--- src/hw/rtl/dat_pkg.sv ---
// Shared types and constants for the digest agreement tracker.
// Used by every module under hw/rtl; depends on nothing else.
`default_nettype none

package dat_pkg;

	localparam int DEF_RING_DEPTH = 64;
	localparam int DEF_SEAT_COUNT = 8;
	localparam logic [31:0] TOP_TICK = 32'hffff_ffff;
	localparam int IN_BITS  = 80;
	localparam int OUT_BITS = 136;

	// configuration register indexes
	localparam logic REG_MODE = 1'b0;
	localparam logic REG_MASK = 1'b1;

	typedef enum logic [1:0] {
		OP_NOTE_LOCAL = 2'd0,
		OP_NOTE_PEER  = 2'd1,
		OP_PRIME      = 2'd2,
		OP_HEAL       = 2'd3
	} op_t;

	typedef struct packed {
		logic [31:0] digest;
		logic [31:0] tick;
		logic [7:0]  seat;
		op_t         op;
	} cmd_t;

	typedef struct packed {
		logic       multi;
		logic [7:0] mask;
	} cfg_t;

	typedef struct packed {
		logic [31:0] mismatch_peer;
		logic [31:0] mismatch_local;
		logic [2:0]  mismatch_seat;
		logic [31:0] mismatch_tick;
		logic        mismatch_found;
		logic [31:0] resolved_tick;
		logic        resolved_ok;
		logic        accepted;
	} res_t;

endpackage

`default_nettype wire

--- src/hw/rtl/dat_front.sv ---
// Front end: accepts command items, decodes them and works out the ring index.
// Depends on dat_pkg.
`default_nettype none

module dat_front import dat_pkg::*; #(
	parameter int RING_DEPTH = DEF_RING_DEPTH,
	parameter int IW = $clog2(RING_DEPTH)
) (
	input  wire logic          clk,
	input  wire logic          arst_n,
	input  wire logic          in_valid,
	output logic               in_ready,
	input  wire cmd_t          in_cmd,
	output logic               q_valid,
	input  wire logic          q_ready,
	output cmd_t               q_cmd,
	output logic [IW-1:0]      q_idx
);

	localparam bit IS_POW2 = (RING_DEPTH & (RING_DEPTH - 1)) == 0;
	// reciprocal of the ring depth scaled by 2^(32+IW), rounded up
	localparam logic [63:0] RECIP_WIDE =
		((64'd1 << (32 + IW)) + 64'(RING_DEPTH) - 64'd1) / 64'(RING_DEPTH);
	localparam logic [32:0] RECIP = RECIP_WIDE[32:0];
	localparam logic [IW-1:0] DEPTH_LO = IW'(RING_DEPTH);

	typedef enum logic [1:0] {F_IDLE, F_MUL, F_SUB, F_PUSH} fstate_t;

	fstate_t       state_q;
	cmd_t          cmd_q;
	logic [64:0]   prod_q;
	logic [IW-1:0] rem_q;
	logic [IW-1:0] quo_lo, qd_lo;

	assign in_ready = (state_q == F_IDLE);
	assign q_valid  = (state_q == F_PUSH);
	assign q_cmd    = cmd_q;
	assign q_idx    = rem_q;

	// low quotient bits times depth, enough for the remainder
	assign quo_lo = prod_q[32+IW +: IW];
	assign qd_lo  = quo_lo * DEPTH_LO;

	// accept, reduce tick modulo ring depth, hand to queue
	always_ff @(posedge clk or negedge arst_n) begin
		if (!arst_n) begin
			state_q <= F_IDLE;
		end else begin
			case (state_q)
				F_IDLE: begin
					if (in_valid) begin
						cmd_q <= in_cmd;
						if (IS_POW2) begin
							rem_q   <= in_cmd.tick[IW-1:0];
							state_q <= F_PUSH;
						end else begin
							state_q <= F_MUL;
						end
					end
				end
				F_MUL: begin
					prod_q  <= 65'(cmd_q.tick) * 65'(RECIP);
					state_q <= F_SUB;
				end
				F_SUB: begin
					rem_q   <= cmd_q.tick[IW-1:0] - qd_lo;
					state_q <= F_PUSH;
				end
				F_PUSH: begin
					if (q_ready)
						state_q <= F_IDLE;
				end
				default: state_q <= F_IDLE;
			endcase
		end
	end

endmodule

`default_nettype wire

--- config.mk ---
export PLATFORM = sky130hd
export DESIGN_NAME = dat_front
export DESIGN_NICKNAME = d
export VERILOG_FILES = /design/src/hw/rtl/dat_pkg.sv /design/src/hw/rtl/dat_front.sv
export SDC_FILE = /design/constraint.sdc
export NUM_CORES = 1
export LEC_CHECK = 0
export ABC_CLOCK_PERIOD_IN_PS = 2600
export BUFFER_PORTS_ARGS = -buffer_cell sky130_fd_sc_hd__buf_2
export CORE_ASPECT_RATIO = 0.9
export CORE_MARGIN = 2
export CORE_UTILIZATION = 27
export CTS_BUF_LIST = sky130_fd_sc_hd__clkbuf_4 sky130_fd_sc_hd__clkbuf_8
export DETAILED_ROUTE_END_ITERATION = 6
export PLACE_DENSITY = 0.57
export SLEW_MARGIN = 20
export SYNTH_ARGS = -nofsm -noshare
export SYNTH_HDL_FRONTEND = slang
export SYNTH_SLANG_ARGS = --single-unit
--- constraint.sdc ---
create_clock -name clk -period 2.6 [get_ports clk]
set_input_delay 0.39 -clock clk [delete_from_list [all_inputs] [get_ports clk]]
set_output_delay 0.39 -clock clk [all_outputs]
set_load 0.01 [all_outputs]
# Word level (Yosys, flattened, before mapping)
# Cells that the tools add are included.
classes:
  addsub: 0
  mul: 0
  div_mod_pow: 0
  magnitude_cmp: 0
  n_eq_ne: 5
  n_shift: 0
  muxes: 5
  n_bitwise: 0
  reduce_logical: 5
ops:
  columns: ["cell", "n"]
  rows:
  - ["6-bit case mux with 2 select lines", 1]
  - ["2-bit case mux with 4 select lines", 1]
  - ["6-bit 2-to-1 mux", 1]
  - ["3-bit AND reduction", 2]
  - ["2-bit == test, second input constant", 2]
  - ["2-bit 2-to-1 mux", 2]
  - ["2-bit by 1-bit == test with 1-bit output, second input constant", 1]
  - ["2-bit zero test", 1]
  - ["2-bit by 1-bit inequality test with 1-bit output, second input constant", 1]
  - ["2-bit inequality test, second input constant", 1]
  - ["2-bit AND reduction", 1]
  - ["2-bit nonzero test", 1]
totals:
  ff_bits: 82
  latchBits: 0
  mem_bits_rw: 0
  romBits: 0
  in_bits: 78
  output_inout_bits: 82
  wordCells: 21
  mem_count: 0

# Depth between registers and ports, before layout
logic_depth:
  ltp_word: 3
  ltp_mapped: 3
  ltp_nobuf: 2

# Worst setup path before layout
# Ideal clock, no wire load.
synth_timing:
  path_type: "register to register"
  startpoint: "reg state_q[0]"
  endpoint: "reg cmd_q (netlist bit q_cmd[0]) (enable)"
  setup_ns: 0.405
  t_arrival_ns: 1.686
  t_required_ns: 2.195
  slack_ns: 0.509
  stages_incl_launch_ff: 2
  n_path_buf: 0
  synth_period_minus_slack_ns: 2.091
  path_cell_list: "dfrtp_1 -> and4bb_2"
synth_between:
  elab_chain_len: 2
synth_lines:
  columns: ["item", "line_no", "text"]
  rows:
  - ["start: declaration", "dat_front.sv:29", "fstate_t state_q;"]
  - ["start signal: assignment", "dat_front.sv:47", "state_q <= F_IDLE;"]
  - ["start signal: assignment", "dat_front.sv:55", "state_q <= F_PUSH;"]
  - ["start signal: assignment", "dat_front.sv:57", "state_q <= F_MUL;"]
  - ["2-bit zero test", "dat_front.sv:49", "case (state_q)"]
  - ["3-bit AND reduction (no source line)", null, null]
  - ["end signal: assignment", "dat_front.sv:52", "cmd_q <= in_cmd;"]
  - ["end: declaration", "dat_front.sv:30", "cmd_t cmd_q;"]
# Every way passes these cells.
# A chain may end at the register's enable or synchronous reset.

# Final worst setup path
layout_timing:
  startpoint: "in arst_n"
  endpoint: "reg cmd_q (netlist bit q_cmd[47]) (enable)"
layout_between:
  elab_chain_len: 1
layout_lines:
  columns: ["item", "line_no", "text"]
  rows:
  - ["start: declaration", "dat_front.sv:10", "input wire logic arst_n,"]
  - ["3-bit AND reduction (no source line)", null, null]
# Every way passes these cells.

==> flow_metrics.env <==
export IMPL_outcome="complete, no violations"
export IMPL_first_pass_iters=4
export IMPL_wl_um=5880
export IMPL_cts_buffer_depth=2
export IMPL_drc=0
export IMPL_dp_hpwl_um=4330
export IMPL_synth_cell_area_um2=2630
export IMPL_synth_warnings=0
export IMPL_grt_max_degree=75
export IMPL_via_per_inst=3.95
export IMPL_grt_pass1_wl_um=8800
export IMPL_tightest_slew_ps=456
export IMPL_nFillCells=906
export IMPL_max_cap_violations=0
export IMPL_final_cell_mix="buf_2, edfxtp_1, clkbuf_8"
export IMPL_place_congestion=0.774
export IMPL_ff_latch_area_um2=2450
export IMPL_clock_latency_ps=350
export IMPL_fin_nets=348
export IMPL_yosysTopAreaCell="edfxtp_1"
export IMPL_syn_area_per_cell_um2=26.5
export IMPL_peakVddDrop_mv=0.345
export IMPL_worstSetupPathType="in -> reg"
export IMPL_pre_cts_ws_ps=1040
export IMPL_antenna_left=0
export IMPL_grt_ovfl_total=0
export IMPL_synthToLayoutAreaGrowth_pct=46.5
export IMPL_min_path_cells=1
export IMPL_hp_class="in -> reg"
export IMPL_rsz0062_at_grt="no"
export IMPL_die_area_um2=10500
export IMPL_cts_sinks=82
export IMPL_synth_cell_types=14
export IMPL_htreeDepth=3
export IMPL_syn_inst=99
export IMPL_multi_input_area_um2=161
export IMPL_cts_resized=0
export IMPL_ys_ff_latch=82
export IMPL_core_area_um2=9570
export IMPL_synth_seq_area_share_pct=93.4
export IMPL_cp_start_kind="input pin"
export IMPL_rrSetupSlack_ps=1030
export IMPL_hold_violations=0
export IMPL_arrival_ps=1700
export IMPL_power_density_nw_per_um2=808
export IMPL_die_y_um=97.5
export IMPL_final_setup_tns_ps=0
export IMPL_cts_hold_buffers=1
export IMPL_clock_skew_ps=8.32
export IMPL_portBuffers=159
export IMPL_ioPinCount=160
export IMPL_final_common_cell="buf_2"
export IMPL_period_share_pct=65.3
export IMPL_crit_path_end_kind="register"
export IMPL_wl_per_cell_um=14.7
export IMPL_r2r_cells=2
export IMPL_p_leak_nw=1.59
export IMPL_fp_row_count=34
export IMPL_relSlewSlack_pct=69.5
export IMPL_drtIter0Drc=61
export IMPL_max_freq_ghz=0.589
export IMPL_clk_pin_slew_ps=90
export IMPL_crit_required_ps=2600
export IMPL_diodes=0
export IMPL_start_util_pct=27.4
export IMPL_setup_viol=0
export IMPL_die_x_um=108
export IMPL_worst_slack_ps=902
export IMPL_synth_nets=177
export IMPL_finalMaxSlewViolations=0
export IMPL_grt_usage_pct=11.4
export IMPL_fin_crit_ps=1700
export IMPL_grt_pass1_vias=1747
export IMPL_cts_tree="built"
export IMPL_synth_top_area_share_pct=91.5
export IMPL_worstPathMaxFanout=74
export IMPL_postCtsSetupBuffers=0
export IMPL_num_vias=1585
export IMPL_grt_antenna_before_repair=0
export IMPL_cts_made_buffers=9
export IMPL_clock_root_buffer="clkbuf_8"
export IMPL_drive_gt1_share_pct=67.6
export IMPL_synthTopCellsByArea="edfxtp_1, mux2_4, dfrtp_1"
[cell usage after synthesis]
master    number
nor2_1         1
and4bb_2       1
edfxtp_1      80
nand2_1        1
a22o_2         1
o211a_1        1
dfrtp_1        2
and2_2         1
nor2b_2        1
a31oi_1        1
buf_6          1
inv_1          1
mux2_4         6
nor3_1         1
[final cells by class]
cell class,count,area share (%)
clock inverters,6,2.93
inverters,1,0.0976
multi-input cells,15,4.20
clock buffers,10,3.42
flip-flops and latches,82,63.8
repair buffers,161,21.5
well taps,126,4.10
[registers in the layout (all words and copies together) (netlist names)]
signal	cells
q_idx	6
q_cmd	74
state_q	2
[where the power goes]
part / switching [W] / internal [W] / total (W) / leakage, nW
Clock: 0.000469 / 0.000654 / 0.00112 / 0.125
Sequential: 0.0000457 / 0.00157 / 0.00161 / 0.745
Combinational: 0.000184 / 0.000188 / 0.000372 / 0.724
Total: 0.000699 / 0.00241 / 0.00311 / 1.59
[final timing paths]
path / to / from
max in group asynchronous: state_q[0]$_DFFE_PN0P_ / arst_n
min in group asynchronous: state_q[1]$_DFFE_PN0P_ / arst_n
hold / removal: q_cmd[54]$_DFFE_PP_ / in_cmd[54]
setup reg to reg: q_cmd[47]$_DFFE_PP_ / state_q[0]$_DFFE_PN0P_
hold reg to reg: q_idx[1]$_DFFE_PP_ / q_cmd[11]$_DFFE_PP_
setup / recovery: q_cmd[47]$_DFFE_PP_ / arst_n
[logic make-up after synthesis]
| logic type | share of synthesized area [%] |
|---|---|
| muxes | 3.43 |
| buffers and inverters | 0.572 |
| and+or+nand+nor | 1.57 |
| DFF | 93.4 |
| AOI/OAI and AO/OA | 1.00 |
[worst max-delay path: stages]
cell and delay (ps):
dlygate4sd3_1 520, buf_2 140, and4bb_4 260, buf_12 320
[per-stage QoR]
step                      instance area (um2)  util [%]  instances  total power (W)  hold slack, ps
after CTS                                3840      40.2        401          0.00316             186
final                                    3840      40.2        401          0.00311             208
after detailed placement                 3590      37.5        384          0.00202             194
after floorplan                          2630         -         99          0.00186            94.4
after global placement                   3590      37.5        384          0.00201             189
after global routing                     3840      40.2        401          0.00325             175
[metal layers]
layer,track usage [%],routed length (um),vias to the layer above
li1,-,-,738
met5,0,0,-
met1,12.0,2200,739
met2,17.9,2820,99
met4,4.73,88,0
met3,7.71,781,9
(Power assumes the default switching activity.)
