`src/hw/rtl/dat_pkg.sv`:
```
// Shared types and constants for the digest agreement tracker.
// Used by every module under hw/rtl; depends on nothing else.
`default_nettype none

package dat_pkg;

	localparam int DEF_RING_DEPTH = 64;
	localparam int DEF_SEAT_COUNT = 8;
	localparam logic [31:0] TOP_TICK = 32'hffff_ffff;
	localparam int IN_BITS  = 80;
	localparam int OUT_BITS = 136;

	// configuration register indexes
	localparam logic REG_MODE = 1'b0;
	localparam logic REG_MASK = 1'b1;

	typedef enum logic [1:0] {
		OP_NOTE_LOCAL = 2'd0,
		OP_NOTE_PEER  = 2'd1,
		OP_PRIME      = 2'd2,
		OP_HEAL       = 2'd3
	} op_t;

	typedef struct packed {
		logic [31:0] digest;
		logic [31:0] tick;
		logic [7:0]  seat;
		op_t         op;
	} cmd_t;

	typedef struct packed {
		logic       multi;
		logic [7:0] mask;
	} cfg_t;

	typedef struct packed {
		logic [31:0] mismatch_peer;
		logic [31:0] mismatch_local;
		logic [2:0]  mismatch_seat;
		logic [31:0] mismatch_tick;
		logic        mismatch_found;
		logic [31:0] resolved_tick;
		logic        resolved_ok;
		logic        accepted;
	} res_t;

endpackage

`default_nettype wire

```
`src/hw/rtl/dat_queue.sv`:
```
// Two-entry item queue between front and back parts.
// Depends on dat_pkg only for the house import.
`default_nettype none

module dat_queue import dat_pkg::*; #(
	parameter int W = 8
) (
	input  wire logic         clk,
	input  wire logic         arst_n,
	input  wire logic         wr_valid,
	output logic              wr_ready,
	input  wire logic [W-1:0] wr_data,
	output logic              rd_valid,
	input  wire logic         rd_ready,
	output logic [W-1:0]      rd_data
);

	logic [W-1:0] slot_q [2];
	logic         wp_q, rp_q;
	logic [1:0]   cnt_q;
	logic         push, pop;

	assign wr_ready = (cnt_q != 2'd2);
	assign rd_valid = (cnt_q != 2'd0);
	assign rd_data  = slot_q[rp_q];
	assign push     = wr_valid && wr_ready;
	assign pop      = rd_valid && rd_ready;

	// store payload
	always_ff @(posedge clk) begin
		if (push)
			slot_q[wp_q] <= wr_data;
	end

	// advance pointers and fill count
	always_ff @(posedge clk or negedge arst_n) begin
		if (!arst_n) begin
			wp_q  <= 1'b0;
			rp_q  <= 1'b0;
			cnt_q <= 2'd0;
		end else begin
			if (push)
				wp_q <= ~wp_q;
			if (pop)
				rp_q <= ~rp_q;
			if (push && !pop)
				cnt_q <= cnt_q + 2'd1;
			else if (pop && !push)
				cnt_q <= cnt_q - 2'd1;
		end
	end

endmodule

`default_nettype wire

```
`config.mk`:
```
export PLATFORM = sky130hd
export DESIGN_NAME = dat_queue
export DESIGN_NICKNAME = d
export VERILOG_FILES = /design/src/hw/rtl/dat_pkg.sv /design/src/hw/rtl/dat_queue.sv
export SDC_FILE = /design/constraint.sdc
export NUM_CORES = 1
export LEC_CHECK = 0
export ABC_AREA = 0
export BUFFER_PORTS_ARGS = -buffer_cell sky130_fd_sc_hd__buf_2
export CAP_MARGIN = 5
export CORE_MARGIN = 4
export CORE_UTILIZATION = 45
export CTS_BUF_LIST = sky130_fd_sc_hd__clkbuf_8
export CTS_CLUSTER_DIAMETER = 60
export DETAILED_ROUTE_END_ITERATION = 8
export GPL_ROUTABILITY_DRIVEN = 0
export PLACE_DENSITY = 0.7
export SYNTH_ARGS = -nofsm -noshare
export SYNTH_HDL_FRONTEND = slang
export SYNTH_SLANG_ARGS = --single-unit
```
`constraint.sdc`:
```
create_clock -name clk -period 1.53 [get_ports clk]
set_input_delay 0 -clock clk [delete_from_list [all_inputs] [get_ports clk]]
set_output_delay 0 -clock clk [all_outputs]
set_load 0.02 [all_outputs]
```
## Word level (Yosys, flattened, before mapping)

Memory sizes are Yosys's and may differ from the RTL's.
Cells that the tools add are included.

| storage, ports and cells | value |
|---|---|
| register bits after elaboration | 4 |
| memories | 1 |
| output and inout bits | 10 |
| logic and storage cells | 21 |
| memory bits (writable) | 16 |
| input bits | 12 |

Memories:

| memory | words | bits a word | read ports | clocked after memory_dff | wr ports | RTL line | RTL |
|---|---|---|---|---|---|---|---|
| slot_q | 2 | 8 | 1 | 0 | 1 | dat_queue.sv:18 | `logic [W-1:0] slot_q [2];` |

| cells by class | value |
|---|---|
| bitwise logic cells | 2 |
| add/subtract/negate cells | 2 |
| mux-type cells | 4 |
| reductions and logical operators | 8 |
| eq/ne operators | 1 |

Operators with widths:

| cell | count |
|---|---|
| $logic_and A1 B1 Y1 | 4 |
| $mux W2 | 2 |
| $reduce_bool A2 Y1 | 2 |
| $add A2 B1 Y2 const B | 1 |
| $logic_not A1 Y1 | 2 |
| $mux W1 | 2 |
| $ne A2 B2 Y1 const B | 1 |
| $not A1 Y1 | 2 |
| $sub A2 B1 Y2 const B | 1 |

## Longest topological paths before layout

| depth | value |
|---|---|
| word-level depth | 6 |
| gate-level depth with buffers | 7 |
| gate-level depth less buffers | 7 |

## Least setup slack after synthesis

OpenSTA, ideal clock, no wires.

| timing | value |
|---|---|
| path type | flip-flop to flip-flop |
| start | reg cnt_q[0] |
| end | mem slot_q[0][0], enable pin |
| arrival | 1.045 ns |
| required time | 1.160 ns |
| path slack | 0.115 ns |
| stages on the path, launching flop included | 4 |
| path through | dfrtp_1 -> nand2b_4 -> nand2_1 -> nor2_1 |

| on the way | value |
|---|---|
| word-level cells in the longest chain between the ends | 4 |

RTL lines:

| item | RTL line | RTL |
|---|---|---|
| start, declared | dat_queue.sv:20 | `logic [1:0] cnt_q;` |
| start signal, assigned | dat_queue.sv:47 | `cnt_q <= cnt_q + 2'd1;` |
| start signal, assigned | dat_queue.sv:49 | `cnt_q <= cnt_q - 2'd1;` |
| $ne A2 B2 Y1 | dat_queue.sv:23 | `assign wr_ready = (cnt_q != 2'd2);` |
| via wr_ready | dat_queue.sv:11 | `output logic wr_ready,` |
| $logic_and A1 B1 Y1 | dat_queue.sv:26 | `assign push = wr_valid && wr_ready;` |
| $mux W1 | dat_queue.sv:31 | `if (push)` |
| $mux W1 (not written as such) | dat_queue.sv:32 | `slot_q[wp_q] <= wr_data;` |
| end, declared | dat_queue.sv:18 |  |

The timed path passes the listed nets, and every way through them passes these cells.

## Worst setup path after layout

| timing | value |
|---|---|
| start | reg cnt_q[0] |
| end | reg cnt_q[1] |

| on the way | value |
|---|---|
| word-level cells in the longest chain between the ends | 5 |
| elaborated cells between the ends (all ways) | 13 |

RTL lines:

| item | RTL line | RTL |
|---|---|---|
| $ne A2 B2 Y1 (*) | dat_queue.sv:23 |  |
| $logic_and A1 B1 Y1 (*) | dat_queue.sv:26 |  |
| via push | dat_queue.sv:21 | `logic push, pop;` |
| $logic_not A1 Y1 | dat_queue.sv:48 | `else if (pop && !push)` |
| $logic_and A1 B1 Y1 | dat_queue.sv:48 |  |
| $reduce_bool A2 Y1 (no source line) | - |  |

Mark *: on every way through the listed nets, which the timed path passes. The rest lies on a longest branch. The select of a mux whose other input is x is not followed.
A chain may end at the register's enable or synchronous reset.

==> impl_summary.md <==
Floorplan
During I/O placement, the number of pins put on the boundary was 22. The floorplan has 14 rows. The core outline area is 1580 sq um.

The die outline height is between 40 and 50 microns. The starting density of the core is 49.9%. The die covers between 2000 and 2500 sq um.

The overall die width is between 40 and 50 microns.

Clock tree
After clock tree synthesis, the repair step resized 0 gates. Counting the buffers created by CTS gives 3. The maximum number of buffers from clock root to sink is 2. The post-CTS setup buffer count is 0.

Clock latency on the worst-skew pair, taken at its later pin, is roughly 0.25 ns. The clock tree from TritonCTS is done. The number of clock sinks seen by CTS is 20. In this run the number of H-tree levels came out at 1. The root buffer cell is sky130_fd_sc_hd__clkbuf_8. The number of buffers added to fix hold violations after cts is 9.

After clock tree synthesis, the clock-pin slew on the worst setup and hold paths is ~0.070 ns.

Flow run
The max capacitance violation total is 0.

Cells and area
The number of nets in the finished design is around 90. The signed area change from the synthesized netlist to the final layout is 36.7%. The layout has roughly 110 filler cells. The ratio of cells with drive above 1 in the final layout is approximately half. The number of antenna diodes in the final layout is 0.

STA
Static timing analysis puts the maximum clock frequency at ~700 MHz. The sum of negative setup slack is 0 ns. The remaining max-slew budget at the tightest pin is 73.4%. The final clock period utilization by the worst path is 93.4%.

For the finished layout, the period the worst path requires is 1.43 ns. Setup violations remaining at the end of the flow were counted as 0. The final count of pins violating max slew was 0. Setup repair after global routing left no endpoint under its margin.

The number of failing hold endpoints at the final stage is 0. For the pin with the worst max-slew slack, the measured transition is ~0.40 ns. Across the routed clock network, the largest skew measured is approximately 0.0018 ns.

Synthesis
After synthesis the cells add up to roughly 790 sq um. The number of cells produced by synthesis is 43. After synthesis the netlist holds a flip-flop and latch count of 20. Averaged over all synthesized cells, the footprint is about 18 sq um. Synthesis produced a netlist with a net count of 56. The count of cell types in the netlist is 14.

The Yosys warning count is 0. The share of synthesized area occupied by flip-flops and latches is 73.8%.

Worst setup path
The endpoint type of the worst setup path is a flip-flop. At the worst endpoint, the arrival time is between 1.5 and 2 ns. The top cell family by delay on the critical path is flip-flops. The critical path class is reg2reg. The critical path goes through nand2b_4, nand2_1, inv_1, ha_1, xor2_1, nor2_1, xor2_1. The maximum cell stage delay along the critical path is ~0.43 ns. In this run the critical register-to-register path is launched from cnt_q[0]$_DFFE_PN0P_. Across all register-to-register paths, the minimum setup slack is 0.10 ns. The worst setup path is launched from a flip-flop. The worst register-to-register path ends at cnt_q[1]$_DFFE_PN0P_.

The path depth of the worst reg2reg path is 7. Of all nets on the critical path, the largest fanout is 4. The cell that appears most often on the critical path is sky130_fd_sc_hd__xor2_1. The critical path launch point is cnt_q[0]$_DFFE_PN0P_. The total buffers and inverters traversed by the critical path is 1. The data required time of the worst path is ~1.7 ns. The slowest stage of the critical path belongs to the cell sky130_fd_sc_hd__dfrtp_1.

Min path
The worst hold path class is in2reg. Along the worst hold path, the cell count comes to 3. The beginning of the worst hold path is rd_ready.

The endpoint of the worst hold path is rp_q$_DFFE_PN0P_.

Pwr
Across the VDD grid, the largest voltage drop is between 0.001 and 0.0015 V. The leakage power is ~0.45 nW. Power spread over the standard cell area amounts to between 1500 and 2000 nW/um^2. The post-layout total power is around 2.1 mW.

Place
The count of buffers from port buffering is 21. The HPWL after detailed placement is 849 microns.

GRT
The total overflow left after global routing is 0. The initial antenna violation count is 0. The first global-routing pass estimated ~2200 microns of wire. In the global route stage, overall resource usage came out at between 10% and 20%. The via count of the first global-routing pass is 522.

Entering global routing, the biggest net connects 13 pins.

Drt
The vias per cell is approximately 4.7. The routed length per instance is roughly 14 microns. The DRC violation count after routing is 0. The aggregate routed wire length is 1300 microns.

The number of nets with antenna violations after detailed routing is 0. Across all layers, the routed design uses between 400 and 500 vias. Before antenna repair, the detailed router went through 2 iterations. For this block, the initial DRC count from the detailed router was 4.

Status
The flow ran to the end, and the final reports show no timing, DRC or antenna violations.
## cells by family (layout without fill, tap and decap cells)
| logic type | count (synthesis) | in the layout | synth area share (%) |
|---|---|---|---|
| AND/OR/NAND/NOR | 7 | 7 | 6.52 |
| XOR/XNOR | 5 | 5 | 5.57 |
| multiplexers | 8 | 8 | 11.4 |
| flip-flops | 20 | 20 | 73.8 |
| buffers and inverters | 2 | 36 | 1.11 |
| adder cells (fa/ha/maj) | 1 | 1 | 1.59 |
## final cells by class
type	instances	area [sq um]	area share (%)
inverter	1	3.75	0.349
clock inverter	1	30.0	2.79
sequential	20	581	54.0
tap	16	20.0	1.86
timing repair buffer	31	203	18.8
clock buffer	3	41.3	3.84
multi-input combinational	21	198	18.4
## Yosys cell counts (all sizes together)
cell type | count | area (sq um)
inv | 1 | 3.75
and3 | 1 | 6.26
nand2 | 2 | 15.0
ha | 1 | 12.5
nand2b | 1 | 13.8
or2 | 1 | 8.76
nor2 | 2 | 7.51
edfxtp | 16 | 480
buf | 1 | 5.00
xor2 | 2 | 17.5
mux2 | 8 | 90.1
dfrtp | 4 | 100
xnor2 | 3 | 26.3
## per-stage QoR
stage | std cells | area, sq um | worst slack, ns | utilization [%] | hold slack (ns)
3_5_place_dp | 80 | 915 | 0.103 | 58.0 | -0.187
3_3_place_gp | 80 | 915 | 0.139 | 58.0 | -0.186
4_1_cts | 93 | 1080 | 0.0951 | 68.3 | 0.0111
2_1_floorplan | 43 | 787 | 0.115 | - | -0.296
5_1_grt | 93 | 1080 | 0.00675 | 68.3 | 0.0264
6_report | 93 | 1080 | 0.101 | 68.3 | 0.00966
## cells in the final DEF (no fill, tap or decap)
cell type | netlist | layout
sky130_fd_sc_hd__ha_1 | 1 | 1
sky130_fd_sc_hd__buf_4 | 0 | 1
sky130_fd_sc_hd__xnor2_1 | 3 | 3
sky130_fd_sc_hd__dlygate4sd3_1 | 0 | 9
sky130_fd_sc_hd__nand2b_4 | 1 | 1
sky130_fd_sc_hd__inv_1 | 1 | 1
sky130_fd_sc_hd__or2_4 | 1 | 1
sky130_fd_sc_hd__edfxtp_1 | 16 | 16
sky130_fd_sc_hd__mux2_2 | 8 | 8
sky130_fd_sc_hd__and3_1 | 1 | 1
sky130_fd_sc_hd__nand2_4 | 1 | 1
sky130_fd_sc_hd__nor2_1 | 2 | 2
sky130_fd_sc_hd__xor2_1 | 2 | 2
sky130_fd_sc_hd__bufinv_16 | 0 | 1
sky130_fd_sc_hd__clkbuf_8 | 0 | 3
sky130_fd_sc_hd__nand2_1 | 1 | 1
sky130_fd_sc_hd__buf_2 | 1 | 21
sky130_fd_sc_hd__dfrtp_1 | 4 | 4
## state kept, by name, summed over array words and instances, names as in the netlist
name	count
cnt_q	2
rp_q	1
slot_q	16
wp_q	1
## how the worst max path moves through the flow
stage / end / slack (ns) / depth (start not counted)
6_report: cnt_q[1]$_DFFE_PN0P_ / 0.10 / 7
5_1_grt: cnt_q[1]$_DFFE_PN0P_ / 0.007 / 6
4_1_cts: cnt_q[1]$_DFFE_PN0P_ / 0.1 / 7
3_5_place_dp: cnt_q[1]$_DFFE_PN0P_ / 0.10 / 6
3_3_place_gp: cnt_q[1]$_DFFE_PN0P_ / 0.14 / 6
2_1_floorplan: slot_q[0][0]$_DFFE_PP_ / 0.11 / 3
## routing by layer
layer / up-vias / wire [microns] / global-route usage, %
li1: 221 / - / -
met5: - / 0 / 0
met2: 9 / 736 / 22.2
met4: 0 / 24 / 6.91
met3: 2 / 33 / 1.81
met1: 207 / 502 / 13.4
## where the power goes
part | internal [mW] | switching, mW | leakage, nW
Combinational | 0.346 | 0.368 | 0.216
Clock | 0.349 | 0.163 | 0.0357
Sequential | 0.761 | 0.120 | 0.195
Total | 1.46 | 0.651 | 0.447
## worst reg2reg max path, cell delays in order, from the launching register on
cell	delay, ns
sky130_fd_sc_hd__dfrtp_1	0.43
sky130_fd_sc_hd__nand2b_4	0.16
sky130_fd_sc_hd__nand2_1	0.11
sky130_fd_sc_hd__inv_1	0.05
sky130_fd_sc_hd__ha_1	0.20
sky130_fd_sc_hd__xor2_1	0.14
sky130_fd_sc_hd__nor2_1	0.12
sky130_fd_sc_hd__xor2_1	0.15
Power figures use the tool's default switching activity.
